File: src/mtq_pkg.sv
`timescale 1ns / 1ps

package mtq_pkg;

    localparam int DEPTH_DEF     = 16;
    localparam int TIME_BITS_DEF = 32;
    localparam int ID_W          = 16;
    localparam int DELAY_W       = 24;
    localparam int CNT_W         = 5;

    typedef logic [1:0] t_func;
    typedef logic [1:0] t_status;

    localparam t_func FUNC_ADD    = 2'd0;
    localparam t_func FUNC_REMOVE = 2'd1;
    localparam t_func FUNC_QUERY  = 2'd2;
    localparam t_func FUNC_TICK   = 2'd3;

    localparam t_status ST_OK        = 2'd0;
    localparam t_status ST_DUPLICATE = 2'd1;
    localparam t_status ST_NOT_FOUND = 2'd2;
    localparam t_status ST_FULL      = 2'd3;

    typedef struct packed {
        t_func              func;
        logic [ID_W-1:0]    timer_id;
        logic [DELAY_W-1:0] delay;
    } t_in_item;

    typedef struct packed {
        t_status            status;
        logic               fired;
        logic [ID_W-1:0]    fired_id;
        logic               present;
        logic [CNT_W-1:0]   pending_count;
        logic               last;
    } t_out_item;

endpackage

File: src/multi_timer_event_queue_core.sv
// A query scans every pending entry and then shows its result; add and remove then
//   move table entries through the table RAM's read and write ports.
// Tick: advances the tick count, then fires head entries while they have expired, one beat each, the last marked.
// Commands run one at a time; start is taken again in the cycle the last beat shows.
// Each result beat is shown for one cycle on o_strobe; the receiver cannot stall it.
// Reset (synchronous, active low) empties the table and clears the tick count to zero.
`timescale 1ns / 1ps

module multi_timer_event_queue_core #(
    parameter int DEPTH     = mtq_pkg::DEPTH_DEF,
    parameter int TIME_BITS = mtq_pkg::TIME_BITS_DEF
) (
    input  logic               i_clk,
    input  logic               i_rst_n,
    input  logic               start,
    input  mtq_pkg::t_in_item  i_item,
    output logic               busy,
    output logic               o_strobe,
    output mtq_pkg::t_out_item o_result
);
    import mtq_pkg::*;

    localparam int IW = (DEPTH > 1) ? $clog2(DEPTH) : 1;
    localparam int CW = $clog2(DEPTH + 1);

    localparam logic [2:0] S_IDLE   = 3'd0;
    localparam logic [2:0] S_SCAN   = 3'd1;
    localparam logic [2:0] S_DECIDE = 3'd2;
    localparam logic [2:0] S_SHIFT  = 3'd3;
    localparam logic [2:0] S_FINISH = 3'd4;
    localparam logic [2:0] S_TRD    = 3'd5;
    localparam logic [2:0] S_TCHK   = 3'd6;

    typedef struct packed {
        logic [TIME_BITS-1:0] expiry;
        logic [ID_W-1:0]      ident;
    } t_slot;

    function automatic logic [IW-1:0] phys(input logic [IW-1:0] h, input logic [CW-1:0] l);
        logic [CW:0] s;
        s = {{(CW + 1 - IW){1'b0}}, h} + {1'b0, l};
        if (s >= (CW + 1)'(DEPTH)) begin
            s = s - (CW + 1)'(DEPTH);
        end
        return s[IW-1:0];
    endfunction

    function automatic logic [CNT_W-1:0] cnt5(input logic [CW-1:0] c);
        logic [CW+CNT_W-1:0] t;
        t = {{CNT_W{1'b0}}, c};
        return t[CNT_W-1:0];
    endfunction

    function automatic t_out_item mk(input t_status st, input logic fd,
                                     input logic [ID_W-1:0] fid, input logic pr,
                                     input logic [CW-1:0] c, input logic lst);
        t_out_item r;
        r.status        = st;
        r.fired         = fd;
        r.fired_id      = fid;
        r.present       = pr;
        r.pending_count = cnt5(c);
        r.last          = lst;
        return r;
    endfunction

    // control state
    logic [2:0]           r_state, n_state;
    logic [CW-1:0]        r_count, n_count;
    logic [IW-1:0]        r_head, n_head;
    logic [TIME_BITS-1:0] r_now, n_now;
    logic                 r_pv, n_pv;
    logic                 r_held_v, n_held_v;
    logic                 r_stb, n_stb;

    // payload
    t_func                r_func, n_func;
    logic [ID_W-1:0]      r_id, n_id;
    logic [DELAY_W-1:0]   r_delay, n_delay;
    logic [CW-1:0]        r_iss, n_iss;
    logic [CW-1:0]        r_pidx, n_pidx;
    logic [IW-1:0]        r_pdst, n_pdst;
    logic                 r_found, n_found;
    logic [CW-1:0]        r_pos, n_pos;
    logic                 r_ins_set, n_ins_set;
    logic [CW-1:0]        r_ins, n_ins;
    logic [CW-1:0]        r_src, n_src;
    logic [CW-1:0]        r_left, n_left;
    logic [ID_W-1:0]      r_held_id, n_held_id;
    logic [CW-1:0]        r_held_cnt, n_held_cnt;
    t_out_item            r_out, n_out;

    t_slot                r_mem [DEPTH];
    t_slot                r_rd;

    logic                 rd_en;
    logic [IW-1:0]        rd_addr;
    logic                 wr_en;
    logic [IW-1:0]        wr_addr;
    t_slot                wr_data;
    logic [TIME_BITS-1:0] rem;
    logic [TIME_BITS-1:0] age;
    t_out_item            tick_final;

    always_ff @(posedge i_clk) begin
        if (wr_en) begin
            r_mem[wr_addr] <= wr_data;
        end
        if (rd_en) begin
            r_rd <= r_mem[rd_addr];
        end
    end

    assign rem = r_rd.expiry - r_now;
    assign age = r_now - r_rd.expiry;

    always_comb begin
        if (r_held_v) begin
            tick_final = mk(ST_OK, 1'b1, r_held_id, 1'b0, r_held_cnt, 1'b1);
        end else begin
            tick_final = mk(ST_OK, 1'b0, '0, 1'b0, r_count, 1'b1);
        end
    end

    always_comb begin
        n_state    = r_state;
        n_count    = r_count;
        n_head     = r_head;
        n_now      = r_now;
        n_pv       = r_pv;
        n_held_v   = r_held_v;
        n_stb      = 1'b0;
        n_func     = r_func;
        n_id       = r_id;
        n_delay    = r_delay;
        n_iss      = r_iss;
        n_pidx     = r_pidx;
        n_pdst     = r_pdst;
        n_found    = r_found;
        n_pos      = r_pos;
        n_ins_set  = r_ins_set;
        n_ins      = r_ins;
        n_src      = r_src;
        n_left     = r_left;
        n_held_id  = r_held_id;
        n_held_cnt = r_held_cnt;
        n_out      = r_out;
        rd_en      = 1'b0;
        rd_addr    = r_head;
        wr_en      = 1'b0;
        wr_addr    = r_pdst;
        wr_data    = r_rd;

        case (r_state)
            S_IDLE: begin
                if (start) begin
                    n_func    = i_item.func;
                    n_id      = i_item.timer_id;
                    n_delay   = i_item.delay;
                    n_iss     = '0;
                    n_pv      = 1'b0;
                    n_found   = 1'b0;
                    n_ins_set = 1'b0;
                    n_ins     = r_count;
                    n_held_v  = 1'b0;
                    if (i_item.func == FUNC_TICK) begin
                        n_now   = r_now + TIME_BITS'(1);
                        n_state = S_TRD;
                    end else begin
                        n_state = S_SCAN;
                    end
                end
            end

            S_SCAN: begin
                // read one slot per cycle, compare the one read the cycle before
                if (r_pv) begin
                    if (r_rd.ident == r_id && !r_found) begin
                        n_found = 1'b1;
                        n_pos   = r_pidx;
                    end
                    if (r_func == FUNC_ADD && !r_ins_set && rem > TIME_BITS'(r_delay)) begin
                        n_ins_set = 1'b1;
                        n_ins     = r_pidx;
                    end
                end
                if (r_iss != r_count) begin
                    rd_en   = 1'b1;
                    rd_addr = phys(r_head, r_iss);
                    n_iss   = r_iss + CW'(1);
                    n_pidx  = r_iss;
                    n_pv    = 1'b1;
                end else begin
                    n_pv = 1'b0;
                    if (!r_pv) begin
                        n_state = S_DECIDE;
                    end
                end
            end

            S_DECIDE: begin
                case (r_func)
                    FUNC_QUERY: begin
                        n_out   = mk(ST_OK, 1'b0, '0, r_found, r_count, 1'b1);
                        n_stb   = 1'b1;
                        n_state = S_IDLE;
                    end
                    FUNC_ADD: begin
                        if (r_found) begin
                            n_out   = mk(ST_DUPLICATE, 1'b0, '0, 1'b0, r_count, 1'b1);
                            n_stb   = 1'b1;
                            n_state = S_IDLE;
                        end else if (r_count == CW'(DEPTH)) begin
                            n_out   = mk(ST_FULL, 1'b0, '0, 1'b0, r_count, 1'b1);
                            n_stb   = 1'b1;
                            n_state = S_IDLE;
                        end else begin
                            // open a gap at the insertion point, moving from the tail
                            n_src   = r_count - CW'(1);
                            n_left  = r_count - r_ins;
                            n_state = S_SHIFT;
                        end
                    end
                    FUNC_REMOVE: begin
                        if (!r_found) begin
                            n_out   = mk(ST_NOT_FOUND, 1'b0, '0, 1'b0, r_count, 1'b1);
                            n_stb   = 1'b1;
                            n_state = S_IDLE;
                        end else begin
                            n_src   = r_pos + CW'(1);
                            n_left  = r_count - r_pos - CW'(1);
                            n_state = S_SHIFT;
                        end
                    end
                    default: begin
                        n_state = S_IDLE;
                    end
                endcase
            end

            S_SHIFT: begin
                if (r_pv) begin
                    wr_en   = 1'b1;
                    wr_addr = r_pdst;
                    wr_data = r_rd;
                end
                if (r_left != '0) begin
                    rd_en   = 1'b1;
                    rd_addr = phys(r_head, r_src);
                    n_pv    = 1'b1;
                    n_left  = r_left - CW'(1);
                    if (r_func == FUNC_ADD) begin
                        n_pdst = phys(r_head, r_src + CW'(1));
                        n_src  = r_src - CW'(1);
                    end else begin
                        n_pdst = phys(r_head, r_src - CW'(1));
                        n_src  = r_src + CW'(1);
                    end
                end else begin
                    n_pv = 1'b0;
                    if (!r_pv) begin
                        n_state = S_FINISH;
                    end
                end
            end

            S_FINISH: begin
                if (r_func == FUNC_ADD) begin
                    wr_en          = 1'b1;
                    wr_addr        = phys(r_head, r_ins);
                    wr_data.expiry = r_now + TIME_BITS'(r_delay);
                    wr_data.ident  = r_id;
                    n_count        = r_count + CW'(1);
                    n_out          = mk(ST_OK, 1'b0, '0, 1'b0, r_count + CW'(1), 1'b1);
                end else begin
                    n_count = r_count - CW'(1);
                    n_out   = mk(ST_OK, 1'b0, '0, 1'b0, r_count - CW'(1), 1'b1);
                end
                n_stb   = 1'b1;
                n_state = S_IDLE;
            end

            S_TRD: begin
                if (r_count == '0) begin
                    n_out   = tick_final;
                    n_stb   = 1'b1;
                    n_state = S_IDLE;
                end else begin
                    rd_en   = 1'b1;
                    rd_addr = r_head;
                    n_state = S_TCHK;
                end
            end

            S_TCHK: begin
                // hold each fired entry back one step so the final beat can carry last
                if (!age[TIME_BITS-1]) begin
                    if (r_held_v) begin
                        n_out = mk(ST_OK, 1'b1, r_held_id, 1'b0, r_held_cnt, 1'b0);
                        n_stb = 1'b1;
                    end
                    n_held_v   = 1'b1;
                    n_held_id  = r_rd.ident;
                    n_held_cnt = r_count - CW'(1);
                    n_count    = r_count - CW'(1);
                    n_head     = phys(r_head, CW'(1));
                    n_state    = S_TRD;
                end else begin
                    n_out   = tick_final;
                    n_stb   = 1'b1;
                    n_state = S_IDLE;
                end
            end

            default: begin
                n_state = S_IDLE;
            end
        endcase
    end

    always_ff @(posedge i_clk) begin
        if (!i_rst_n) begin
            r_state  <= S_IDLE;
            r_count  <= '0;
            r_head   <= '0;
            r_now    <= '0;
            r_pv     <= 1'b0;
            r_held_v <= 1'b0;
            r_stb    <= 1'b0;
        end else begin
            r_state  <= n_state;
            r_count  <= n_count;
            r_head   <= n_head;
            r_now    <= n_now;
            r_pv     <= n_pv;
            r_held_v <= n_held_v;
            r_stb    <= n_stb;
        end
    end

    always_ff @(posedge i_clk) begin
        r_func     <= n_func;
        r_id       <= n_id;
        r_delay    <= n_delay;
        r_iss      <= n_iss;
        r_pidx     <= n_pidx;
        r_pdst     <= n_pdst;
        r_found    <= n_found;
        r_pos      <= n_pos;
        r_ins_set  <= n_ins_set;
        r_ins      <= n_ins;
        r_src      <= n_src;
        r_left     <= n_left;
        r_held_id  <= n_held_id;
        r_held_cnt <= n_held_cnt;
        r_out      <= n_out;
    end

    assign busy     = (r_state != S_IDLE);
    assign o_strobe = r_stb;
    assign o_result = r_out;

endmodule

File: config.mk
export PLATFORM = sky130hd
export DESIGN_NAME = multi_timer_event_queue_core
export DESIGN_NICKNAME = d
export VERILOG_FILES = /design/src/mtq_pkg.sv /design/src/multi_timer_event_queue_core.sv
export SDC_FILE = /design/constraint.sdc
export NUM_CORES = 2
export LEC_CHECK = 0
export BUFFER_PORTS_ARGS = -buffer_cell sky130_fd_sc_hd__clkbuf_2
export CAP_MARGIN = 30
export CORE_UTILIZATION = 50
export CTS_CLUSTER_DIAMETER = 150
export DETAILED_ROUTE_END_ITERATION = 10
export PLACE_DENSITY = 0.7
export SETUP_SLACK_MARGIN = 0.4
export SLEW_MARGIN = 10
export SYNTH_ARGS = -nofsm -noshare
export SYNTH_HDL_FRONTEND = slang
export SYNTH_SLANG_ARGS = --single-unit
File: constraint.sdc
create_clock -name i_clk -period 5.4 [get_ports i_clk]
set_input_delay 0.27 -clock i_clk [delete_from_list [all_inputs] [get_ports i_clk]]
set_output_delay 0.27 -clock i_clk [all_outputs]
set_load 0.03 [all_outputs]
# [Yosys cells after proc, flatten, opt, wreduce, memory -nomap -nowiden]
# Memory sizes are Yosys's and may differ from the RTL's. A register that Yosys moved wholly into a read port is not among the register bits.
# Cells that the tools add are included.
[totals] mem_bits_rw=768 elab_cells=212 memories=1 ff_bits=172 output_inout_bits=28
[op_classes] n_lt_le_gt_ge=7 bitwise=1 n_mux=87 eq_ne=32 reduce_logical=31 addsub=26
[memory_table] memory="r_mem" depth=16 word_bits=48 rd=1 rd_ports_with_merged_regs=1 wr=1 line="multi_timer_event_queue_core.sv:93" source="t_slot r_mem [DEPTH];"
[op_table] operator="26-bit 2-to-1 mux" n=6
[op_table] operator="26-bit case mux with 4 select lines" n=1
[op_table] operator="48-bit 2-to-1 mux" n=2
[op_table] operator="5-bit 2-to-1 mux" n=16
[op_table] operator="26-bit case mux with 3 select lines" n=1
[op_table] operator="5-bit case mux with 2 select lines" n=7
[op_table] operator="32-bit subtractor" n=2
[op_table] operator="4-bit 2-to-1 mux" n=11
[op_table] operator="32-bit by 1-bit adder with 32-bit output (second input constant)" n=1
[op_table] operator="32-bit by 24-bit adder with 32-bit output" n=1
[op_table] operator="32-bit by 24-bit > comparator with 1-bit output" n=1
[op_table] operator="4-bit by 5-bit adder with 6-bit output" n=5
[op_table] operator="6-bit by 5-bit greater-or-equal comparator with 1-bit output (second input constant)" n=5
[op_table] operator="24-bit 2-to-1 mux" n=1
[op_table] operator="3-bit 2-to-1 mux" n=8
[op_table] operator="2-bit != test (second input constant)" n=12
[op_table] operator="4-bit by 1-bit subtractor with 4-bit output (second input constant)" n=6
[op_table] operator="5-bit by 1-bit adder with 5-bit output (second input constant)" n=4
[op_table] operator="5-bit by 1-bit subtractor with 5-bit output (second input constant)" n=4
[op_table] operator="1-bit 2-to-1 mux" n=19
[op_table] operator="3-bit != test (second input constant)" n=6
[op_table] operator="3-bit case mux with 6 select lines" n=1
[op_table] operator="16-bit == test" n=1
[op_table] operator="2-bit AND reduction" n=6
[op_table] operator="other kinds (33)" n=57

# [Logic depth before layout (Yosys ltp)]
[depth] word_depth=6 mapped_depth=23

# [Worst setup path before layout]
# No wires, ideal clock.
[synth_path] path_type="register -> register" startpoint="register r_now[1]" endpoint="register r_ins[0], enable pin" n_path_buf=0 stages_incl_launch_ff=22 period_less_slack_ns=4.496 path_slack_ns=0.904 setup_time_ns=0.363 arrival_ns=4.133 path_cell_list="dfxtp_1 > inv_1 > ha_1 > nor2b_1 > o31a_1 > a211oi_1 > a21oi_1 > nor2_1 > o21ai_0 > a21o_1 > a21oi_1 > xnor2_1 > ha_1 > nand4_1 > nor3_1 > and4_1 > o31ai_1 > a22o_1 > and4_1 > a31oi_1 > a2111oi_0 > a21oi_1"
[synth_between] elab_chain_cells=5
[synth_rtl] item="start: declaration" line="multi_timer_event_queue_core.sv:71" source="logic [TIME_BITS-1:0] r_now, n_now;"
[synth_rtl] item="start signal: assignment" line="multi_timer_event_queue_core.sv:334" source="r_now <= n_now;"
[synth_rtl] item="32-bit subtractor" line="multi_timer_event_queue_core.sv:114" source="assign rem = r_rd.expiry - r_now;"
[synth_rtl] item="32-bit by 24-bit > comparator with 1-bit output" line="multi_timer_event_queue_core.sv:182" source="if (r_func == FUNC_ADD && !r_ins_set && rem > TIME_BITS'(r_delay)) begin"
[synth_rtl] item="1-bit logical AND" line="multi_timer_event_queue_core.sv:182"
[synth_rtl] item="2-bit != test (no source line)"
[synth_rtl] item="4-bit AND reduction (no source line)"
[synth_rtl] item="end signal: assignment" line="multi_timer_event_queue_core.sv:351" source="r_ins <= n_ins;"
[synth_rtl] item="end: declaration" line="multi_timer_event_queue_core.sv:86" source="logic [CW-1:0] r_ins, n_ins;"
# Every way passes these cells.
# A chain may end at the register's enable or synchronous reset.

# [Worst setup path after layout]
[layout_path] startpoint="register r_rd[16] (netlist name)" endpoint="register r_ins[0], enable pin"
[layout_between] elab_chain_cells=5
[layout_rtl] item="32-bit subtractor" line="multi_timer_event_queue_core.sv:114"
[layout_rtl] item="32-bit by 24-bit > comparator with 1-bit output" line="multi_timer_event_queue_core.sv:182"
[layout_rtl] item="1-bit logical AND" line="multi_timer_event_queue_core.sv:182"
[layout_rtl] item="2-bit != test (no source line)"
[layout_rtl] item="4-bit AND reduction (no source line)"
# Every way passes these cells.

==> results.py <==
metrics = {
    "worst_setup_path": {
        "cp_slowest_cell": "edfxtp_1",
        "worstRegToRegCells": 24,
        "cp.arrival_ns": 5.20,
        "endpoint_kind": "flip-flop",
        "regToRegStartpoint": "r_rd[16]",
        "path_common_cell": "nor2_1",
        "critical-path-top-delay-family": "compound AO/OA/AOI/OAI gates",
        "criticalPathCategory": "flip-flop to flip-flop",
        "cp_max_fo": 6,
        "critPathRequiredTime_ns": 5.75,
        "rrSetupSlack_ns": 0.55,
        "rr_endpoint": "r_ins[0]",
        "path_cells": "inv_2 > ha_4 > inv_2 > fa_2 > a211o_1 > a21oi_2 > nor2_1 > nor2_2 > o21bai_2 > a31oi_2 > nor2_1 > nor2_1 > xnor2_1 > ha_1 > nand4_1 > nor3_4 > and4_1 > o31ai_1 > a22o_1 > and4_1 > a31oi_1 > a2111oi_2 > buf_4 > a21oi_4",
        "start_kind": "flip-flop",
        "crit_buf_inv": 3,
        "crit_path_max_incr_delay_ns": 0.40,
        "startpoint": "r_rd[16]",
    },
    "place": {
        "port_buffers": 72,
        "dpl_cell_area_sq_um": 47000,
        "dp.final_hpwl_mm": 62.9,
        "numPlacedInstances": 4612,
        "gp_congestion": 0.863,
    },
    "global_routing": {
        "grt-ovfl-total": 0,
        "track_usage": 0.237,
        "grt_pass1_vias": 27300,
        "grt_pass1_wl_mm": 164,
        "grt_antenna_before_repair": 3,
        "grt_max_degree": 167,
    },
    "final_layout": {
        "seqCellArea_sq_um": 29200,
        "n_fill_cell": 6852,
        "final_cell_area_sq_um": 50800,
        "drive_gt1_frac": 0.121,
        "layout_commonest_cell": "edfxtp_1",
        "nets": 3794,
        "multi_input_area_sq_um": 14600,
        "area_growth_pct": 13.5,
        "final_cell_mix": "edfxtp_1 (940), nand2_1 (522), a211oi_1 (210), a31oi_1 (204), ha_1 (138)",
        "fin_cells": 4853,
    },
    "synthesis": {
        "ys_seq_elements": 987,
        "synthArstFlopShare": 0,
        "synth_nets": 3655,
        "synth_cell_types": 72,
        "syn-cell-area_sq_um": 44800,
        "synth_cells": 3462,
        "netlist.area_leader.share": 0.631,
        "yosysSeqAreaShare": 0.652,
        "yosysWarnings": 0,
        "ys.flop_type": "edfxtp_1",
        "synth_area_leaders": "edfxtp_1 (63%), nand2_1 (4.4%), ha_1 (3.9%)",
        "avgSynthCellArea_sq_um": 12.9,
        "synth_top_cell_by_area": "edfxtp_1",
        "synth-edff-count": 940,
    },
    "drt": {
        "routed_wl_mm": 107,
        "dr.pass1.iters": 11,
        "vias": 28500,
        "viasPerCell": 5.87,
        "drtAntennaViolNets": 0,
        "route.detailed.drc": 12,
        "initialDrtViolationCount": 3007,
        "wl_per_cell_microns": 22.1,
    },
    "die": {
        "fp-row-count": 109,
        "initial_utilization": 0.506,
        "io_pins": 73,
        "core_area_sq_um": 88500,
        "die_w_microns": 301,
        "dieArea_sq_um": 90700,
        "die_y_microns": 301,
    },
    "timing": {
        "slew_viol_final": 0,
        "whs_ns": 0.0754,
        "relSlewSlack": 0.335,
        "min_period_ns": 4.85,
        "worst_pin_slew_ns": 0.997,
        "finalClockSkew_ns": 0.0428,
        "max_freq_ghz": 0.206,
        "min_period_over_period": 0.898,
        "hold_viol": 0,
        "rsz0062_at_grt": "true",
        "finalSetupViolCount": 0,
        "fin_tns_setup_ns": 0,
    },
    "worst_hold_path": {
        "min_to": "r_pv",
        "min_path_type": "input pin to flip-flop",
        "hold_depth": 4,
        "min_from": "start",
    },
    "power_and_ir_drop": {
        "ir_worst_vdd_mv": 0.273,
        "p_leak_nw": 17.9,
        "power.density_nw_per_um2": 468,
        "finalPower_mw": 23.8,
    },
    "status": {
        "outcome": "finished, violations left",
        "violations": "DRC",
    },
    "clock_network": {
        "clock-sinks": 987,
        "insertion_delay_ns": 0.70,
        "cts_max_level": 3,
        "tritoncts": "yes",
        "cts_root_buf": "clkbuf_16",
        "cts_buffer_depth": 3,
        "path_clk_slew_ns": 0.06,
        "cts_buffers": 100,
    },
    "run": {
        "maxCapViolations": 0,
    },
}
timing repair:
action,in CTS,in global routing
endpoints found under the setup margin,6,6
gates resized for setup,8,17
hold endpoints to repair,45,0
pin swaps,2,19
hold buffers,43,0
cloned,0,0
buffers inserted,1,5
sequential cells by signal, summed over array words and instances (netlist names), 5 cells and up:
signal / flops
r_mem: 768
r_left: 5
r_count: 5
r_pidx: 5
r_rd: 48
r_held_id: 16
r_delay: 24
r_iss: 5
r_now: 32
r_ins: 5
r_id: 16
r_pos: 5
r_held_cnt: 5
o_result: 26
kinds of logic after synthesis:
kind of cell	share of synthesized area
buf+inv	0.0283
mux	0.0315
compound gates	0.111
fa+ha+maj	0.0427
simple gates	0.107
xor+xnor	0.0274
flops	0.652
synthesized netlist by cell type (all sizes together), types with 3 or more instances:
library cell,number
a21boi,6
and4,4
xnor2,94
a211o,11
a31oi,205
nand2b,14
fa,8
o221ai,5
a311oi,3
xor2,46
nor2,140
a2111oi,6
nor3,29
mux2,21
o31ai,5
o21bai,6
dfxtp,47
nand2,525
mux4,48
o21a,15
a211oi,213
edfxtp,940
a22o,4
nor2b,12
nand4,20
a221oi,3
or3,11
o211ai,14
mux2i,9
inv,134
nor4,8
o21ai,91
a21oi,93
ha,140
nand3,40
a221o,3
and2,198
and3,31
a21o,43
clkbuf,146
buf,43
per-layer routing:
| layer | routed length, microns | vias to the layer above | global-route usage |
|---|---|---|---|
| met5 | 13 | - | 0 |
| met4 | 2300 | 2 | 0.0641 |
| met3 | 6390 | 171 | 0.0310 |
| met2 | 51500 | 933 | 0.383 |
| met1 | 47100 | 14200 | 0.337 |
| li1 | - | 13200 | - |
worst max path at each step:
stage	endpoint	slack, ns	cells after the start
4_1_cts	r_ins[0]	0.43	24
2_1_floorplan	r_ins[0]	0.90	21
3_5_place_dp	r_ins[0]	-0.008	24
5_1_grt	r_ins[0]	0.25	24
6_report	r_ins[0]	0.55	24
3_3_place_gp	r_ins[1]	0.11	24
through the flow:
stage / setup WS [ns] / util
floorplan: 0.904 / -
global placement: 0.114 / 0.531
detailed placement: -0.00825 / 0.531
CTS: 0.427 / 0.572
global route: 0.253 / 0.574
finish: 0.549 / 0.574
area by class of cell:
| cell class | instances | share of cell area |
|---|---|---|
| well taps | 1165 | 0.0287 |
| repair buffers | 226 | 0.0362 |
| clock inverters | 63 | 0.0114 |
| diodes | 2 | 0.0000985 |
| flip-flops and latches | 987 | 0.574 |
| multi-input cells | 2150 | 0.288 |
| clock buffers | 124 | 0.0516 |
| inverters | 136 | 0.0101 |
report_power, final:
part           total (mW)  switching [mW]  internal, mW  leakage (nW)
sequential           10.1           0.368          9.73          8.89
clock                6.68            2.93          3.76          1.56
combinational        6.99            4.48          2.51          7.48
tightest hold or removal path, delay by kind of cell:
family	cells	cell delay [ns]
compound gates	3	0.28
buf+inv	1	0.13
Power figures use the tool's default switching activity.
